`src/design/rvp_pkg.sv`:
```
package rvp_pkg;

	// frame limits
	localparam int MAX_PAYLOAD = 1400;
	localparam int MAX_FRAME   = 1048576;

	// field widths
	localparam int BYTE_W  = 8;
	localparam int KIND_W  = 2;
	localparam int LEN_W   = 21;
	localparam int CHUNK_W = 11;
	localparam int SEQ_W   = 16;
	localparam int TS_W    = 32;
	localparam int RATE_W  = 8;
	localparam int SSRC_W  = 32;
	localparam int STEP_W  = 17;
	localparam int POS_W   = 5;
	localparam int ADDR_W  = 4;
	localparam int DATA_W  = 32;

	// frame kinds
	localparam logic [KIND_W-1:0] KIND_I = 2'd0;
	localparam logic [KIND_W-1:0] KIND_P = 2'd1;

	// register indexes
	localparam logic [1:0] REG_UDP_MODE   = 2'd0;
	localparam logic [1:0] REG_FRAME_RATE = 2'd1;
	localparam logic [1:0] REG_SSRC       = 2'd2;

	// header constants
	localparam logic [BYTE_W-1:0] PAYLOAD_TYPE = 8'd96;
	localparam logic [BYTE_W-1:0] VER_PLAIN    = 8'h80;
	localparam logic [BYTE_W-1:0] VER_STREAM   = 8'h90;
	localparam logic [SEQ_W-1:0]  SEQ_WRAP     = 16'hFFFF;
	localparam logic [15:0]       STREAM_EXTRA = 16'd20;
	localparam logic [RATE_W-1:0] DEFAULT_RATE = 8'd25;
	localparam logic [RATE_W-1:0] RATE_LIMIT   = 8'd30;

	// byte positions within a packet; plain mode starts at the version byte
	// and jumps from the last ssrc byte to the payload
	localparam logic [POS_W-1:0] POS_LEN_HI  = 5'd0;
	localparam logic [POS_W-1:0] POS_LEN_LO  = 5'd1;
	localparam logic [POS_W-1:0] POS_VER     = 5'd2;
	localparam logic [POS_W-1:0] POS_PT      = 5'd3;
	localparam logic [POS_W-1:0] POS_SEQ_HI  = 5'd4;
	localparam logic [POS_W-1:0] POS_SEQ_LO  = 5'd5;
	localparam logic [POS_W-1:0] POS_TS_0    = 5'd6;
	localparam logic [POS_W-1:0] POS_TS_1    = 5'd7;
	localparam logic [POS_W-1:0] POS_TS_2    = 5'd8;
	localparam logic [POS_W-1:0] POS_TS_3    = 5'd9;
	localparam logic [POS_W-1:0] POS_SSRC_0  = 5'd10;
	localparam logic [POS_W-1:0] POS_SSRC_1  = 5'd11;
	localparam logic [POS_W-1:0] POS_SSRC_2  = 5'd12;
	localparam logic [POS_W-1:0] POS_SSRC_3  = 5'd13;
	localparam logic [POS_W-1:0] POS_EXT_1   = 5'd15;
	localparam logic [POS_W-1:0] POS_EXT_3   = 5'd17;
	localparam logic [POS_W-1:0] POS_EXT_KND = 5'd21;
	localparam logic [POS_W-1:0] POS_PAYLOAD = 5'd22;

	// timestamp step per frame rate 1..29
	localparam logic [STEP_W-1:0] STEP_TABLE [29] = '{
		17'd90000, 17'd45000, 17'd30000, 17'd22500, 17'd18000, 17'd15000,
		17'd12857, 17'd11250, 17'd10000, 17'd9000, 17'd8181, 17'd7500,
		17'd6923, 17'd6428, 17'd6000, 17'd5625, 17'd5294, 17'd5000,
		17'd4736, 17'd4500, 17'd4285, 17'd4090, 17'd3913, 17'd3750,
		17'd3600, 17'd3461, 17'd3333, 17'd3214, 17'd3103
	};

	typedef struct packed {
		logic              udp_mode;
		logic [RATE_W-1:0] frame_rate;
		logic [SSRC_W-1:0] ssrc_value;
	} cfg_t;

	// one accepted byte and the header that goes before it
	typedef struct packed {
		logic              hdr;
		logic              udp;
		logic              marker;
		logic [KIND_W-1:0] kind;
		logic [SEQ_W-1:0]  seq;
		logic [TS_W-1:0]   ts;
		logic [SSRC_W-1:0] ssrc;
		logic [15:0]       plen;
		logic [BYTE_W-1:0] data;
		logic              pend;
	} job_t;

	function automatic logic [STEP_W-1:0] time_step(input logic [RATE_W-1:0] rate);
		logic [4:0] idx;
		if (rate == '0 || rate >= RATE_LIMIT)
			idx = 5'(DEFAULT_RATE - 8'd1);
		else
			idx = 5'(rate - 8'd1);
		return STEP_TABLE[idx];
	endfunction

endpackage

```
`src/design/rvp_byte_if.sv`:
```
interface rvp_byte_if;
	import rvp_pkg::*;

	logic              valid;
	logic              ready;
	logic [BYTE_W-1:0] data_byte;
	logic              frame_start;
	logic [KIND_W-1:0] frame_kind;
	logic [LEN_W-1:0]  frame_length;

	modport source(output valid, data_byte, frame_start, frame_kind, frame_length,
		input ready);
	modport sink(input valid, data_byte, frame_start, frame_kind, frame_length,
		output ready);
endinterface

```
`src/design/rvp_pkt_if.sv`:
```
interface rvp_pkt_if;
	import rvp_pkg::*;

	logic              valid;
	logic              ready;
	logic [BYTE_W-1:0] out_byte;
	logic              packet_end;
	logic              run_last;

	modport source(output valid, out_byte, packet_end, run_last, input ready);
	modport sink(input valid, out_byte, packet_end, run_last, output ready);
endinterface

```
`src/design/rvp_cfg_regs.sv`:
```
module rvp_cfg_regs (
	input  logic                       clk,
	input  logic                       arst_n,
	input  logic                       psel,
	input  logic                       penable,
	input  logic                       pwrite,
	input  logic [rvp_pkg::ADDR_W-1:0] paddr,
	input  logic [rvp_pkg::DATA_W-1:0] pwdata,
	output logic [rvp_pkg::DATA_W-1:0] prdata,
	output logic                       pready,
	output rvp_pkg::cfg_t              cfg
);
	import rvp_pkg::*;

	logic              udp_mode_q;
	logic [RATE_W-1:0] frame_rate_q;
	logic [SSRC_W-1:0] ssrc_q;
	logic              wr_en;

	assign pready = 1'b1;
	assign wr_en  = psel && penable && pwrite;

	// register writes
	always_ff @(posedge clk or negedge arst_n) begin
		if (!arst_n) begin
			udp_mode_q   <= 1'b1;
			frame_rate_q <= DEFAULT_RATE;
			ssrc_q       <= '0;
		end else if (wr_en) begin
			case (paddr[3:2])
				REG_UDP_MODE:   udp_mode_q   <= pwdata[0];
				REG_FRAME_RATE: frame_rate_q <= pwdata[RATE_W-1:0];
				REG_SSRC:       ssrc_q       <= pwdata[SSRC_W-1:0];
				default: ;
			endcase
		end
	end

	// read back
	always_comb begin
		case (paddr[3:2])
			REG_UDP_MODE:   prdata = DATA_W'(udp_mode_q);
			REG_FRAME_RATE: prdata = DATA_W'(frame_rate_q);
			REG_SSRC:       prdata = ssrc_q;
			default:        prdata = '0;
		endcase
	end

	assign cfg = '{udp_mode: udp_mode_q, frame_rate: frame_rate_q, ssrc_value: ssrc_q};
endmodule

```
`src/design/rvp_frame_ctrl.sv`:
```
module rvp_frame_ctrl (
	input  logic                       clk,
	input  logic                       arst_n,
	input  logic                       accept,
	input  logic [rvp_pkg::BYTE_W-1:0] data_byte,
	input  logic                       frame_start,
	input  logic [rvp_pkg::KIND_W-1:0] frame_kind,
	input  logic [rvp_pkg::LEN_W-1:0]  frame_length,
	input  rvp_pkg::cfg_t              cfg,
	output rvp_pkg::job_t              job,
	output logic                       job_valid
);
	import rvp_pkg::*;

	logic [SEQ_W-1:0]   seq_q;
	logic [TS_W-1:0]    ts_q;
	logic               key_seen_q;
	logic               frame_open_q;
	logic [LEN_W-1:0]   frame_left_q;
	logic [CHUNK_W-1:0] chunk_left_q;
	logic [KIND_W-1:0]  kind_q;

	logic               drop;
	logic               e_key;
	logic               e_open;
	logic [LEN_W-1:0]   e_fleft;
	logic [CHUNK_W-1:0] e_cleft;
	logic [KIND_W-1:0]  e_kind;
	logic               busy;
	logic               hdr;
	logic               marker;
	logic [CHUNK_W-1:0] clen;
	logic [SEQ_W-1:0]   seq_inc;
	logic [SEQ_W-1:0]   seq_new;
	logic [CHUNK_W-1:0] n_cleft;
	logic [LEN_W-1:0]   n_fleft;
	logic               frame_done;

	// frame start handling
	always_comb begin
		drop    = 1'b0;
		e_key   = key_seen_q;
		e_open  = frame_open_q;
		e_fleft = frame_left_q;
		e_cleft = chunk_left_q;
		e_kind  = kind_q;
		if (frame_start) begin
			if (frame_length == '0 || frame_length > LEN_W'(MAX_FRAME)) begin
				drop = 1'b1;
			end else begin
				e_open  = 1'b0;
				e_fleft = '0;
				e_cleft = '0;
				if (frame_kind == KIND_I)
					e_key = 1'b1;
				if (e_key && (frame_kind == KIND_I || frame_kind == KIND_P)) begin
					e_open  = 1'b1;
					e_fleft = frame_length;
					e_kind  = frame_kind;
				end
			end
		end
	end

	// chunking and header decision
	always_comb begin
		busy       = !drop && e_open && (e_fleft != '0);
		hdr        = (e_cleft == '0);
		marker     = (e_fleft <= LEN_W'(MAX_PAYLOAD));
		clen       = hdr ? (marker ? CHUNK_W'(e_fleft) : CHUNK_W'(MAX_PAYLOAD)) : e_cleft;
		seq_inc    = seq_q + 16'd1;
		seq_new    = (seq_inc == SEQ_WRAP) ? '0 : seq_inc;
		n_cleft    = clen - 11'd1;
		n_fleft    = e_fleft - 21'd1;
		frame_done = (n_fleft == '0);
	end

	assign job_valid = busy;
	assign job = '{
		hdr:    hdr,
		udp:    cfg.udp_mode,
		marker: marker,
		kind:   e_kind,
		seq:    seq_new,
		ts:     ts_q,
		ssrc:   cfg.ssrc_value,
		plen:   STREAM_EXTRA + 16'(clen),
		data:   data_byte,
		pend:   (n_cleft == '0)
	};

	// frame state
	always_ff @(posedge clk or negedge arst_n) begin
		if (!arst_n) begin
			seq_q        <= '0;
			ts_q         <= '0;
			key_seen_q   <= 1'b0;
			frame_open_q <= 1'b0;
			frame_left_q <= '0;
			chunk_left_q <= '0;
			kind_q       <= '0;
		end else if (accept && !drop) begin
			key_seen_q <= e_key;
			kind_q     <= e_kind;
			if (busy) begin
				frame_open_q <= !frame_done;
				frame_left_q <= n_fleft;
				chunk_left_q <= frame_done ? '0 : n_cleft;
				if (hdr)
					seq_q <= seq_new;
				if (frame_done)
					ts_q <= ts_q + TS_W'(time_step(cfg.frame_rate));
			end else begin
				frame_open_q <= e_open;
				frame_left_q <= e_fleft;
				chunk_left_q <= e_cleft;
			end
		end
	end
endmodule

```
`src/design/rvp_emitter.sv`:
```
module rvp_emitter (
	input  logic          clk,
	input  logic          arst_n,
	input  logic          load,
	input  rvp_pkg::job_t job,
	output logic          job_free,
	rvp_pkt_if.source     pkt
);
	import rvp_pkg::*;

	job_t              job_s1;
	logic              job_valid_q;
	logic [POS_W-1:0]  pos_q;
	logic              out_valid_q;
	logic [BYTE_W-1:0] out_byte_q;
	logic              out_end_q;
	logic              out_last_q;

	logic              emit;
	logic              at_payload;
	logic [BYTE_W-1:0] sel_byte;
	logic [POS_W-1:0]  pos_next;

	assign emit       = job_valid_q && (!out_valid_q || pkt.ready);
	assign at_payload = (pos_q == POS_PAYLOAD);
	assign job_free   = !job_valid_q || (emit && at_payload);
	assign pos_next   = (job_s1.udp && pos_q == POS_SSRC_3) ? POS_PAYLOAD : pos_q + 5'd1;

	// byte at the current position
	always_comb begin
		case (pos_q)
			POS_LEN_HI:  sel_byte = job_s1.plen[15:8];
			POS_LEN_LO:  sel_byte = job_s1.plen[7:0];
			POS_VER:     sel_byte = job_s1.udp ? VER_PLAIN : VER_STREAM;
			POS_PT:      sel_byte = {job_s1.marker, PAYLOAD_TYPE[6:0]};
			POS_SEQ_HI:  sel_byte = job_s1.seq[15:8];
			POS_SEQ_LO:  sel_byte = job_s1.seq[7:0];
			POS_TS_0:    sel_byte = job_s1.ts[31:24];
			POS_TS_1:    sel_byte = job_s1.ts[23:16];
			POS_TS_2:    sel_byte = job_s1.ts[15:8];
			POS_TS_3:    sel_byte = job_s1.ts[7:0];
			POS_SSRC_0:  sel_byte = job_s1.ssrc[31:24];
			POS_SSRC_1:  sel_byte = job_s1.ssrc[23:16];
			POS_SSRC_2:  sel_byte = job_s1.ssrc[15:8];
			POS_SSRC_3:  sel_byte = job_s1.ssrc[7:0];
			POS_EXT_1,
			POS_EXT_3:   sel_byte = 8'h01;
			POS_EXT_KND: sel_byte = {2'b00, job_s1.kind, 3'b000, job_s1.marker};
			POS_PAYLOAD: sel_byte = job_s1.data;
			default:     sel_byte = 8'h00;
		endcase
	end

	// job register and position counter
	always_ff @(posedge clk or negedge arst_n) begin
		if (!arst_n) begin
			job_valid_q <= 1'b0;
			pos_q       <= POS_PAYLOAD;
		end else if (load) begin
			job_valid_q <= 1'b1;
			if (!job.hdr)
				pos_q <= POS_PAYLOAD;
			else if (job.udp)
				pos_q <= POS_VER;
			else
				pos_q <= POS_LEN_HI;
		end else if (emit) begin
			if (at_payload)
				job_valid_q <= 1'b0;
			else
				pos_q <= pos_next;
		end
	end

	always_ff @(posedge clk) begin
		if (load)
			job_s1 <= job;
	end

	// output register
	always_ff @(posedge clk or negedge arst_n) begin
		if (!arst_n)
			out_valid_q <= 1'b0;
		else if (!out_valid_q || pkt.ready)
			out_valid_q <= job_valid_q;
	end

	always_ff @(posedge clk) begin
		if (emit) begin
			out_byte_q <= sel_byte;
			out_end_q  <= at_payload && job_s1.pend;
			out_last_q <= at_payload;
		end
	end

	assign pkt.valid      = out_valid_q;
	assign pkt.out_byte   = out_byte_q;
	assign pkt.packet_end = out_end_q;
	assign pkt.run_last   = out_last_q;
endmodule

```
`src/design/rtp_video_packetizer.sv`:
```
// channel       dir   transfer                           contents
// frame_bytes   in    valid & ready at rising edge       payload byte, frame start/kind/length
// pkt_bytes     out   valid & ready at rising edge       packet byte, packet_end, run_last
// apb           cfg   psel & penable & pwrite & pready   udp_mode, frame_rate, ssrc_value
//
// a payload byte inside a chunk goes out as one packet byte; the first byte of a chunk
// goes out after its header, 12 header bytes in plain mode and 22 in stream mode,
// all through the single output byte register
// dropped bytes are taken with no output
// arst_n clears counters and frame state; registers return to their reset values
// frame_bytes stalls while header bytes of the held byte are going out and while
// pkt_bytes holds off a full output register
module rtp_video_packetizer (
	input  logic                       clk,
	input  logic                       arst_n,
	rvp_byte_if.sink                   frame_bytes,
	rvp_pkt_if.source                  pkt_bytes,
	input  logic                       psel,
	input  logic                       penable,
	input  logic                       pwrite,
	input  logic [rvp_pkg::ADDR_W-1:0] paddr,
	input  logic [rvp_pkg::DATA_W-1:0] pwdata,
	output logic [rvp_pkg::DATA_W-1:0] prdata,
	output logic                       pready
);
	import rvp_pkg::*;

	cfg_t cfg;
	job_t job;
	logic job_valid;
	logic job_free;
	logic accept;

	assign frame_bytes.ready = job_free;
	assign accept            = frame_bytes.valid && frame_bytes.ready;

	// configuration registers
	rvp_cfg_regs u_cfg (
		.clk     (clk),
		.arst_n  (arst_n),
		.psel    (psel),
		.penable (penable),
		.pwrite  (pwrite),
		.paddr   (paddr),
		.pwdata  (pwdata),
		.prdata  (prdata),
		.pready  (pready),
		.cfg     (cfg)
	);

	// frame tracking and header decision
	rvp_frame_ctrl u_ctrl (
		.clk          (clk),
		.arst_n       (arst_n),
		.accept       (accept),
		.data_byte    (frame_bytes.data_byte),
		.frame_start  (frame_bytes.frame_start),
		.frame_kind   (frame_bytes.frame_kind),
		.frame_length (frame_bytes.frame_length),
		.cfg          (cfg),
		.job          (job),
		.job_valid    (job_valid)
	);

	// header and payload serialiser
	rvp_emitter u_emit (
		.clk      (clk),
		.arst_n   (arst_n),
		.load     (accept && job_valid),
		.job      (job),
		.job_free (job_free),
		.pkt      (pkt_bytes)
	);

`ifndef SYNTHESIS
	// end of packet is always the payload byte closing a run
	a_end_is_last: assert property (@(posedge clk) disable iff (!arst_n)
		pkt_bytes.valid && pkt_bytes.packet_end |-> pkt_bytes.run_last)
		else $error("packet_end without run_last");

	// header bytes follow each other without a gap
	a_hdr_no_gap: assert property (@(posedge clk) disable iff (!arst_n)
		pkt_bytes.valid && pkt_bytes.ready && !pkt_bytes.run_last |=> pkt_bytes.valid)
		else $error("gap inside a header");

	// no new byte taken while a header is still being sent
	a_hold_in_hdr: assert property (@(posedge clk) disable iff (!arst_n)
		pkt_bytes.valid && !pkt_bytes.ready && !pkt_bytes.run_last |-> !frame_bytes.ready)
		else $error("input taken during header");
`endif
endmodule

```
`src/flat_wrapper.sv`:
```
// flat-port wrapper written by rule: the top's interface ports become plain ports
module rtp_video_packetizer_flat import rvp_pkg::*;
  (clk, arst_n, psel, penable, pwrite, paddr, pwdata, prdata, pready, frame_bytes_valid, frame_bytes_data_byte, frame_bytes_frame_start, frame_bytes_frame_kind, frame_bytes_frame_length, frame_bytes_ready, pkt_bytes_valid, pkt_bytes_out_byte, pkt_bytes_packet_end, pkt_bytes_run_last, pkt_bytes_ready);
  rvp_byte_if frame_bytes_i ();
  rvp_pkt_if pkt_bytes_i ();
  input  logic clk;
  input  logic arst_n;
  input  logic psel;
  input  logic penable;
  input  logic pwrite;
  input  logic [rvp_pkg::ADDR_W-1:0] paddr;
  input  logic [rvp_pkg::DATA_W-1:0] pwdata;
  output logic [rvp_pkg::DATA_W-1:0] prdata;
  output logic pready;
  input wire logic [$bits(frame_bytes_i.valid)-1:0] frame_bytes_valid;
  input wire logic [$bits(frame_bytes_i.data_byte)-1:0] frame_bytes_data_byte;
  input wire logic [$bits(frame_bytes_i.frame_start)-1:0] frame_bytes_frame_start;
  input wire logic [$bits(frame_bytes_i.frame_kind)-1:0] frame_bytes_frame_kind;
  input wire logic [$bits(frame_bytes_i.frame_length)-1:0] frame_bytes_frame_length;
  output wire logic [$bits(frame_bytes_i.ready)-1:0] frame_bytes_ready;
  output wire logic [$bits(pkt_bytes_i.valid)-1:0] pkt_bytes_valid;
  output wire logic [$bits(pkt_bytes_i.out_byte)-1:0] pkt_bytes_out_byte;
  output wire logic [$bits(pkt_bytes_i.packet_end)-1:0] pkt_bytes_packet_end;
  output wire logic [$bits(pkt_bytes_i.run_last)-1:0] pkt_bytes_run_last;
  input wire logic [$bits(pkt_bytes_i.ready)-1:0] pkt_bytes_ready;
  assign frame_bytes_i.valid = frame_bytes_valid;
  assign frame_bytes_i.data_byte = frame_bytes_data_byte;
  assign frame_bytes_i.frame_start = frame_bytes_frame_start;
  assign frame_bytes_i.frame_kind = frame_bytes_frame_kind;
  assign frame_bytes_i.frame_length = frame_bytes_frame_length;
  assign frame_bytes_ready = frame_bytes_i.ready;
  assign pkt_bytes_valid = pkt_bytes_i.valid;
  assign pkt_bytes_out_byte = pkt_bytes_i.out_byte;
  assign pkt_bytes_packet_end = pkt_bytes_i.packet_end;
  assign pkt_bytes_run_last = pkt_bytes_i.run_last;
  assign pkt_bytes_i.ready = pkt_bytes_ready;
  rtp_video_packetizer u_core (.clk(clk), .arst_n(arst_n), .frame_bytes(frame_bytes_i), .pkt_bytes(pkt_bytes_i), .psel(psel), .penable(penable), .pwrite(pwrite), .paddr(paddr), .pwdata(pwdata), .prdata(prdata), .pready(pready));
endmodule
```
`config.mk`:
```
export PLATFORM = sky130hd
export DESIGN_NAME = rtp_video_packetizer_flat
export DESIGN_NICKNAME = d
export VERILOG_FILES = /design/src/design/rvp_pkg.sv /design/src/design/rvp_byte_if.sv /design/src/design/rvp_pkt_if.sv /design/src/design/rvp_cfg_regs.sv /design/src/design/rvp_frame_ctrl.sv /design/src/design/rvp_emitter.sv /design/src/design/rtp_video_packetizer.sv /design/src/flat_wrapper.sv
export SDC_FILE = /design/constraint.sdc
export NUM_CORES = 1
export LEC_CHECK = 0
export CORE_MARGIN = 2
export CORE_UTILIZATION = 40
export DETAILED_ROUTE_END_ITERATION = 10
export DONT_BUFFER_PORTS = 1
export RECOVER_POWER = 25
export SYNTH_ARGS = -nofsm -noshare
export SYNTH_HDL_FRONTEND = slang
export SYNTH_SLANG_ARGS = --single-unit
```
`constraint.sdc`:
```
create_clock -name clk -period 7.6 [get_ports clk]
set_clock_uncertainty 0.2 [all_clocks]
set_input_delay 0.76 -clock clk [delete_from_list [all_inputs] [get_ports clk]]
set_output_delay 0.76 -clock clk [all_outputs]
set_load 0.005 [all_outputs]
```
==> qor.csv, run 1 <==
metric;value;unit
slew_headroom;-1.35;
start_util;0.405;
fin_crit_sh;0.880;
cp_top_family;simple AND/OR/NAND/NOR gates;
max_freq;149;MHz
portBuffers;0;
criticalPathCategory;reg -> reg;
vias;11000;
grt_pass1_vias;10400;
hpwl;29.5;mm
grt_pass1_wl;61.9;mm
syn_area_per_cell;10.2;µm²
max_cap_viol_count;1;
wire_per_inst;21.7;µm
async_reset_ff_frac;0.534;
numCtsBuffers;27;
critPathSlowestCell;dfstp_2;
route.detailed.drc;0;
synth_xor_xnor_area_share;0.0502;
synth_compound_area_frac;0.157;
cts_root_buf;clkbuf_16;
drv_slew;133;
violations;capacitance limit, slew limit;
worstSetupStartpointType;flop;
clock_sinks;247;
grt_overflow_total;0;
tritoncts;done;
critPathBufInv;3;
final_hold_viol_count;0;
end_kind;flop;
drt-total-wl;40.2;mm
antenna_cells;0;
clk_latency;0.57;ns
drive_above_1_share;0.126;
critical_path_required;7.83;ns
min_period;6.69;ns
worstMarginPinSlew;3.53;ns
die_x;191;µm
drtIter0Drc;1122;
ir_drop;0.224;mV
tns;0;ns
die_y;191;µm
dr.pass1.iters;6;
rows;68;
p_per_area;340;nW/µm²
antenna_found_initial;3;
outcome;complete, but fails checks;
max_stage_delay;0.65;ns
seq_area_frac_synth;0.484;
fin_nets;1504;
yosysUniqueCellTypes;85;
cts_buffer_depth;3;
fin_hold_ws;0.0880;ns
synth_top_family_by_area;simple AND/OR/NAND/NOR gates;
synth_edf_count;115;
setup_viol;0;
ant_nets;0;
grt_usage;0.219;
cp_max_fo;9;
rsz0062_at_grt;false;
critPathArrivalTime;6.92;ns
synth_ff_type;dfrtp_1;
grt_max_degree;133;
ios;120;
clk_pin_slew;0.06;ns
syn-cell-area;14000;µm²
area_growth;11.4;%
muxShareOfSynthArea;0.0552;
cts_max_level;1;
syn_inst;1374;
hold_class;in -> reg;
synth-adder-area-share;0.0435;
place.gp.congestion;0.931;
core_region_area;34500;µm²
p_leak;6.31;nW
synth-simple-area-share;0.185;
dieArea;36400;µm²
yosysWarnings;0;
cts_setup_buffers;0;
viasPerCell;5.94;
synth_nets;1497;
ys_ff_latch;247;
==> worst register-to-register path, delay by kind of cell (launching register included) <==
kind / cells / cell delay [ns]
buffers and inverters: 3 / 0.53
AO/OA/AOI/OAI: 10 / 1.83
AND/OR/NAND/NOR: 9 / 1.88
flip-flops: 1 / 0.65
XOR/XNOR: 1 / 0.17
adder cells (fa/ha/maj): 4 / 1.30
==> repair_timing <==
action	4_1_cts	5_1_grt
hold endpoints to repair	132	0
hold buffers	1	0
resized for setup	0	0
==> worst paths after layout <==
check | from | endpoint | slack [ns] | cells after the start
min in group asynchronous | arst_n | u_core.u_emit.pkt.valid | 1.14 | 1
max in group asynchronous | arst_n | u_core.u_cfg.ssrc_q[24] | 3.97 | 1
worst max register to register | u_core.u_cfg.frame_rate_q[0] | u_core.u_ctrl.ts_q[30] | 0.91 | 27
worst min register to register | u_core.u_cfg.ssrc_q[14] | u_core.u_emit.job_s1[39] | 0.26 | 0
worst min-delay path | frame_bytes_data_byte[3] | u_core.u_emit.job_s1[4] | 0.09 | 0
worst max-delay path | u_core.u_cfg.frame_rate_q[0] | u_core.u_ctrl.ts_q[30] | 0.91 | 27
==> state kept, by name, indices dropped and copies added (netlist names) <==
| signal | flops |
|---|---|
| u_core.u_cfg.ssrc_q | 32 |
| u_core.u_ctrl.ts_q | 32 |
| u_core.u_emit.pos_q | 5 |
| u_core.u_ctrl.seq_q | 16 |
| u_core.u_ctrl.kind_q | 2 |
| u_core.u_ctrl.key_seen_q | 1 |
| u_core.u_emit.job_valid_q | 1 |
| u_core.u_emit.job_s1 | 105 |
| u_core.u_ctrl.chunk_left_q | 11 |
| u_core.u_emit.pkt.valid | 1 |
| u_core.u_cfg.udp_mode_q | 1 |
| u_core.u_ctrl.frame_open_q | 1 |
| u_core.u_emit.pkt.out_byte | 8 |
| u_core.u_emit.pkt.packet_end | 1 |
| u_core.u_cfg.frame_rate_q | 8 |
| u_core.u_emit.pkt.run_last | 1 |
| u_core.u_ctrl.frame_left_q | 21 |
==> cells by family (layout without fill, tap and decap cells) <==
family,count (synthesis),after routing
AOI/OAI and AO/OA,328,328
xor gates and xnor gates,80,80
adders and majority gates,48,48
buffers and inverters,87,115
DFF,247,247
muxes,69,69
other,1,1
and+or+nand+nor,514,514
==> power breakdown <==
group,switching (mW),internal [mW]
Sequential,0.202,1.66
Clock,0.554,0.889
Combinational,1.26,0.737
Total,2.01,3.28
==> cells in the mapped netlist, types with 26 or more instances <==
master / number / area share
a21oi_1: 62 / 0.022
and2_1: 40 / 0.018
and3_1: 26 / 0.012
clkbuf_1: 46 / 0.012
dfrtp_1: 125 / 0.22
edfxtp_1: 115 / 0.25
ha_1: 47 / 0.042
inv_1: 31 / 0.0083
mux2_2: 64 / 0.052
nand2_1: 151 / 0.041
nand3_1: 49 / 0.018
nor2_1: 98 / 0.026
nor3_1: 42 / 0.015
o21ai_0: 94 / 0.034
xnor2_1: 38 / 0.024
xor2_1: 42 / 0.026
==> stage by stage <==
step / util / area [µm²] / std cells / power, mW / worst slack [ns]
floorplan: - / 14000 / 1374 / 3.24 / 1.59
global placement: 0.423 / 14600 / 1806 / 3.81 / 0.959
detailed placement: 0.423 / 14600 / 1806 / 3.82 / 0.915
CTS: 0.452 / 15600 / 1857 / 5.30 / 0.909
global route: 0.452 / 15600 / 1857 / 5.62 / 0.220
finish: 0.452 / 15600 / 1857 / 5.30 / 0.909
==> layer usage <==
metal  global-route usage  up-vias  wire length, µm
li1                     -     5137                -
met1                0.324     5398            18300
met2                0.344      438            18500
met3               0.0305       51             2850
met4               0.0411        0              524
met5                    0        -                0
==> final cells by class <==
cell class	count	area, µm²
clock inverters	17	256
repair buffers	32	238
well taps	455	569
fillers	3234	18900
multi-input cells	1040	6880
inverters	33	126
flip-flops and latches	247	6770
clock buffers	33	728
==> layout by cell type (no fill, tap or decap), types with 11 or more instances in the layout <==
cell | synthesis | final
mux2_2 | 64 | 64
nor3_1 | 42 | 42
a221oi_1 | 17 | 17
ha_1 | 47 | 47
edfxtp_1 | 115 | 115
o211ai_1 | 11 | 11
a21oi_1 | 62 | 62
nor2_1 | 98 | 97
clkbuf_16 | 0 | 27
a31oi_1 | 11 | 11
nand2_1 | 151 | 151
dfrtp_1 | 125 | 125
xor2_1 | 42 | 42
and2_1 | 40 | 40
a22oi_1 | 20 | 20
inv_1 | 31 | 31
nand2b_1 | 12 | 12
nor4_1 | 15 | 14
and3_1 | 26 | 26
buf_4 | 1 | 31
o21ai_0 | 94 | 94
nand4_1 | 20 | 20
a22o_1 | 20 | 20
nand3_1 | 49 | 49
xnor2_1 | 38 | 38
(Power assumes the default switching activity.)
==> inputs of run 2 (changes only) <==
Settings changed: RECOVER_POWER 25 to 100.
==> qor.csv, run 2 (same netlist as run 1, synthesis figures left out) <==
metric;value;unit;change
reg_top3;u_core.u_emit.job_s1 (105), u_core.u_cfg.ssrc_q (32), u_core.u_ctrl.ts_q (32);;unchanged
drt-total-wl;40.2;mm;about the same
regArea;6770;µm²;unchanged
max_freq;143;MHz;was 149 MHz
drtIter0Drc;1122;;unchanged
grt_pass1_vias;10400;;unchanged
cts_setup_buffers;0;;unchanged
critical_path_required;7.85;ns;was 7.83 ns
fillCellCount;3249;;was 3234
violations;capacitance limit, slew limit;;unchanged
grt_overflow_total;0;;unchanged
drv_slew;218;;was 133
hold_class;in -> reg;;unchanged
setup_viol;0;;unchanged
critPathSlowestCell;clkbuf_1;;was dfstp_2
numCtsBuffers;27;;unchanged
fin_area;15500;µm²;was 15600 µm²
hpwl;29.5;mm;unchanged
wl_met2;18.5;mm;about the same
grt_usage;0.219;;unchanged
route.detailed.drc;0;;unchanged
rows;68;;unchanged
fin_nets;1504;;unchanged
routed.top_layer;met4;;unchanged
vias;11000;;about the same
outcome;complete, but fails checks;;unchanged
max_cap_viol_count;4;;was 1
cp_cell_sequence;nor3_1, and4_1, and3_1, o31ai_1, a2111oi_0, nand2_1, o211ai_1, clkbuf_1, clkinvlp_2, nand4b_2, clkbuf_1, mux2_2;;
p_leak;6.25;nW;was 6.31 nW
crit_top_cell;clkbuf_1;;
regMostFlops;u_core.u_emit.job_s1;;unchanged
area_growth;10.9;%;was 11.4%
ctsResizeCount;0;;unchanged
mostFrequentLayoutCells;nand2_1 (151), dfrtp_1 (125), edfxtp_1 (115);;unchanged
clk_pin_slew;0.06;ns;about the same
p_per_area;341;nW/µm²;was 340 nW/µm²
max_stage_delay;1.21;ns;was 0.65 ns
end_kind;flop;;unchanged
dieArea;36400;µm²;unchanged
die_y;191;µm;unchanged
placed_area;14600;µm²;unchanged
clk_latency;0.57;ns;about the same
antenna_found_initial;3;;unchanged
wirelength_met1;18.2;mm;was 18.3 mm
grt_max_degree;133;;unchanged
place.gp.congestion;0.931;;unchanged
cts_max_level;1;;unchanged
ant_nets;0;;unchanged
worstMarginPinSlew;3.52;ns;was 3.53 ns
start_util;0.405;;unchanged
cts_root_buf;clkbuf_16;;unchanged
die_x;191;µm;unchanged
min_period;6.98;ns;was 6.69 ns
antenna_cells;0;;unchanged
criticalPathCategory;in -> reg;;was reg -> reg
largest_reg_flops;105;;unchanged
core_region_area;34500;µm²;unchanged
slew_headroom;-1.35;;about the same
final_hold_viol_count;0;;unchanged
drive_above_1_share;0.113;;was 0.126
cp_max_fo;40;;was 9
tns;0;ns;unchanged
dr.pass1.iters;6;;unchanged
multi_input_area;6860;µm²;was 6880 µm²
viasPerCell;5.90;;was 5.94
ios;120;;unchanged
critPathArrivalTime;7.23;ns;was 6.92 ns
worstSetupStartpointType;input port;;was flop
wire_per_inst;21.6;µm;was 21.7 µm
clock_sinks;247;;unchanged
rsz0062_at_grt;false;;unchanged
postCtsHoldBufs;1;;unchanged
layout_commonest_cell;nand2_1;;unchanged
ir_drop;0.222;mV;was 0.224 mV
grt_pass1_wl;61.9;mm;unchanged
tritoncts;done;;unchanged
fin_crit_sh;0.918;;was 0.880
portBuffers;0;;unchanged
cts_buffer_depth;3;;unchanged
wl_met3;2.94;mm;was 2.85 mm
==> run 2: cell count changes in the layout (fill, tap and decap cells not counted), sizes merged <==
cell | before | now
buf | 31 | 19
inv | 35 | 34
clkbuf | 34 | 46
clkinvlp | 1 | 2
==> run 2: worst paths after layout <==
path / startpoint / endpoint / slack [ns] / depth (start not counted)
worst max-delay path: frame_bytes_frame_length[15] / u_core.u_ctrl.ts_q[1] / 0.62 / 12
worst min-delay path: frame_bytes_data_byte[1] / u_core.u_emit.job_s1[2] / 0.09 / 0
worst max register to register: u_core.u_cfg.frame_rate_q[0] / u_core.u_ctrl.ts_q[24] / 0.87 / 27
worst min register to register: u_core.u_cfg.ssrc_q[14] / u_core.u_emit.job_s1[39] / 0.27 / 0
max in group asynchronous: arst_n / u_core.u_cfg.ssrc_q[30] / 3.97 / 1
min in group asynchronous: arst_n / u_core.u_emit.pkt.valid / 1.14 / 1
==> run 2: layout make-up <==
class / instances / share of cell area
clock buffer: 33 / 0.0470
timing repair buffer: 32 / 0.0127
sequential: 247 / 0.437
inverter: 33 / 0.00807
tap: 455 / 0.0367
clock inverter: 17 / 0.0165
multi-input combinational: 1040 / 0.442
==> run 2: report_power, final <==
part           switching [mW]  total [mW]  leakage (nW)  internal [mW]
clock network           0.554        1.44         0.482          0.889
registers               0.202        1.86          2.83           1.66
logic                    1.25        1.98          2.93          0.731
total                    2.01        5.29          6.25           3.28
==> run 2: per-layer routing <==
metal / global-route usage / vias up
li1: - / 5132
met1: 0.324 / 5348
met2: 0.344 / 443
met3: 0.0305 / 41
met4: 0.0411 / 0
met5: 0 / -
==> run 2: per-stage QoR <==
stage | setup slack [ns] | util | total power [mW] | hold WS [ns] | instances
floorplan | 1.59 | - | 3.24 | 0.235 | 1374
global placement | 0.959 | 0.423 | 3.81 | 0.249 | 1806
detailed placement | 0.915 | 0.423 | 3.82 | 0.257 | 1806
CTS | 0.909 | 0.452 | 5.30 | 0.0279 | 1857
global route | 0.154 | 0.450 | 5.61 | 0.0610 | 1857
finish | 0.622 | 0.450 | 5.29 | 0.0878 | 1857
==> run 2: worst max-delay path: cells and delay by family <==
kind	cells	cell delay, ns
and+or+nand+nor	5	2.16
buffers and inverters	3	2.55
AOI/OAI and AO/OA	3	1.29
muxes	1	0.44
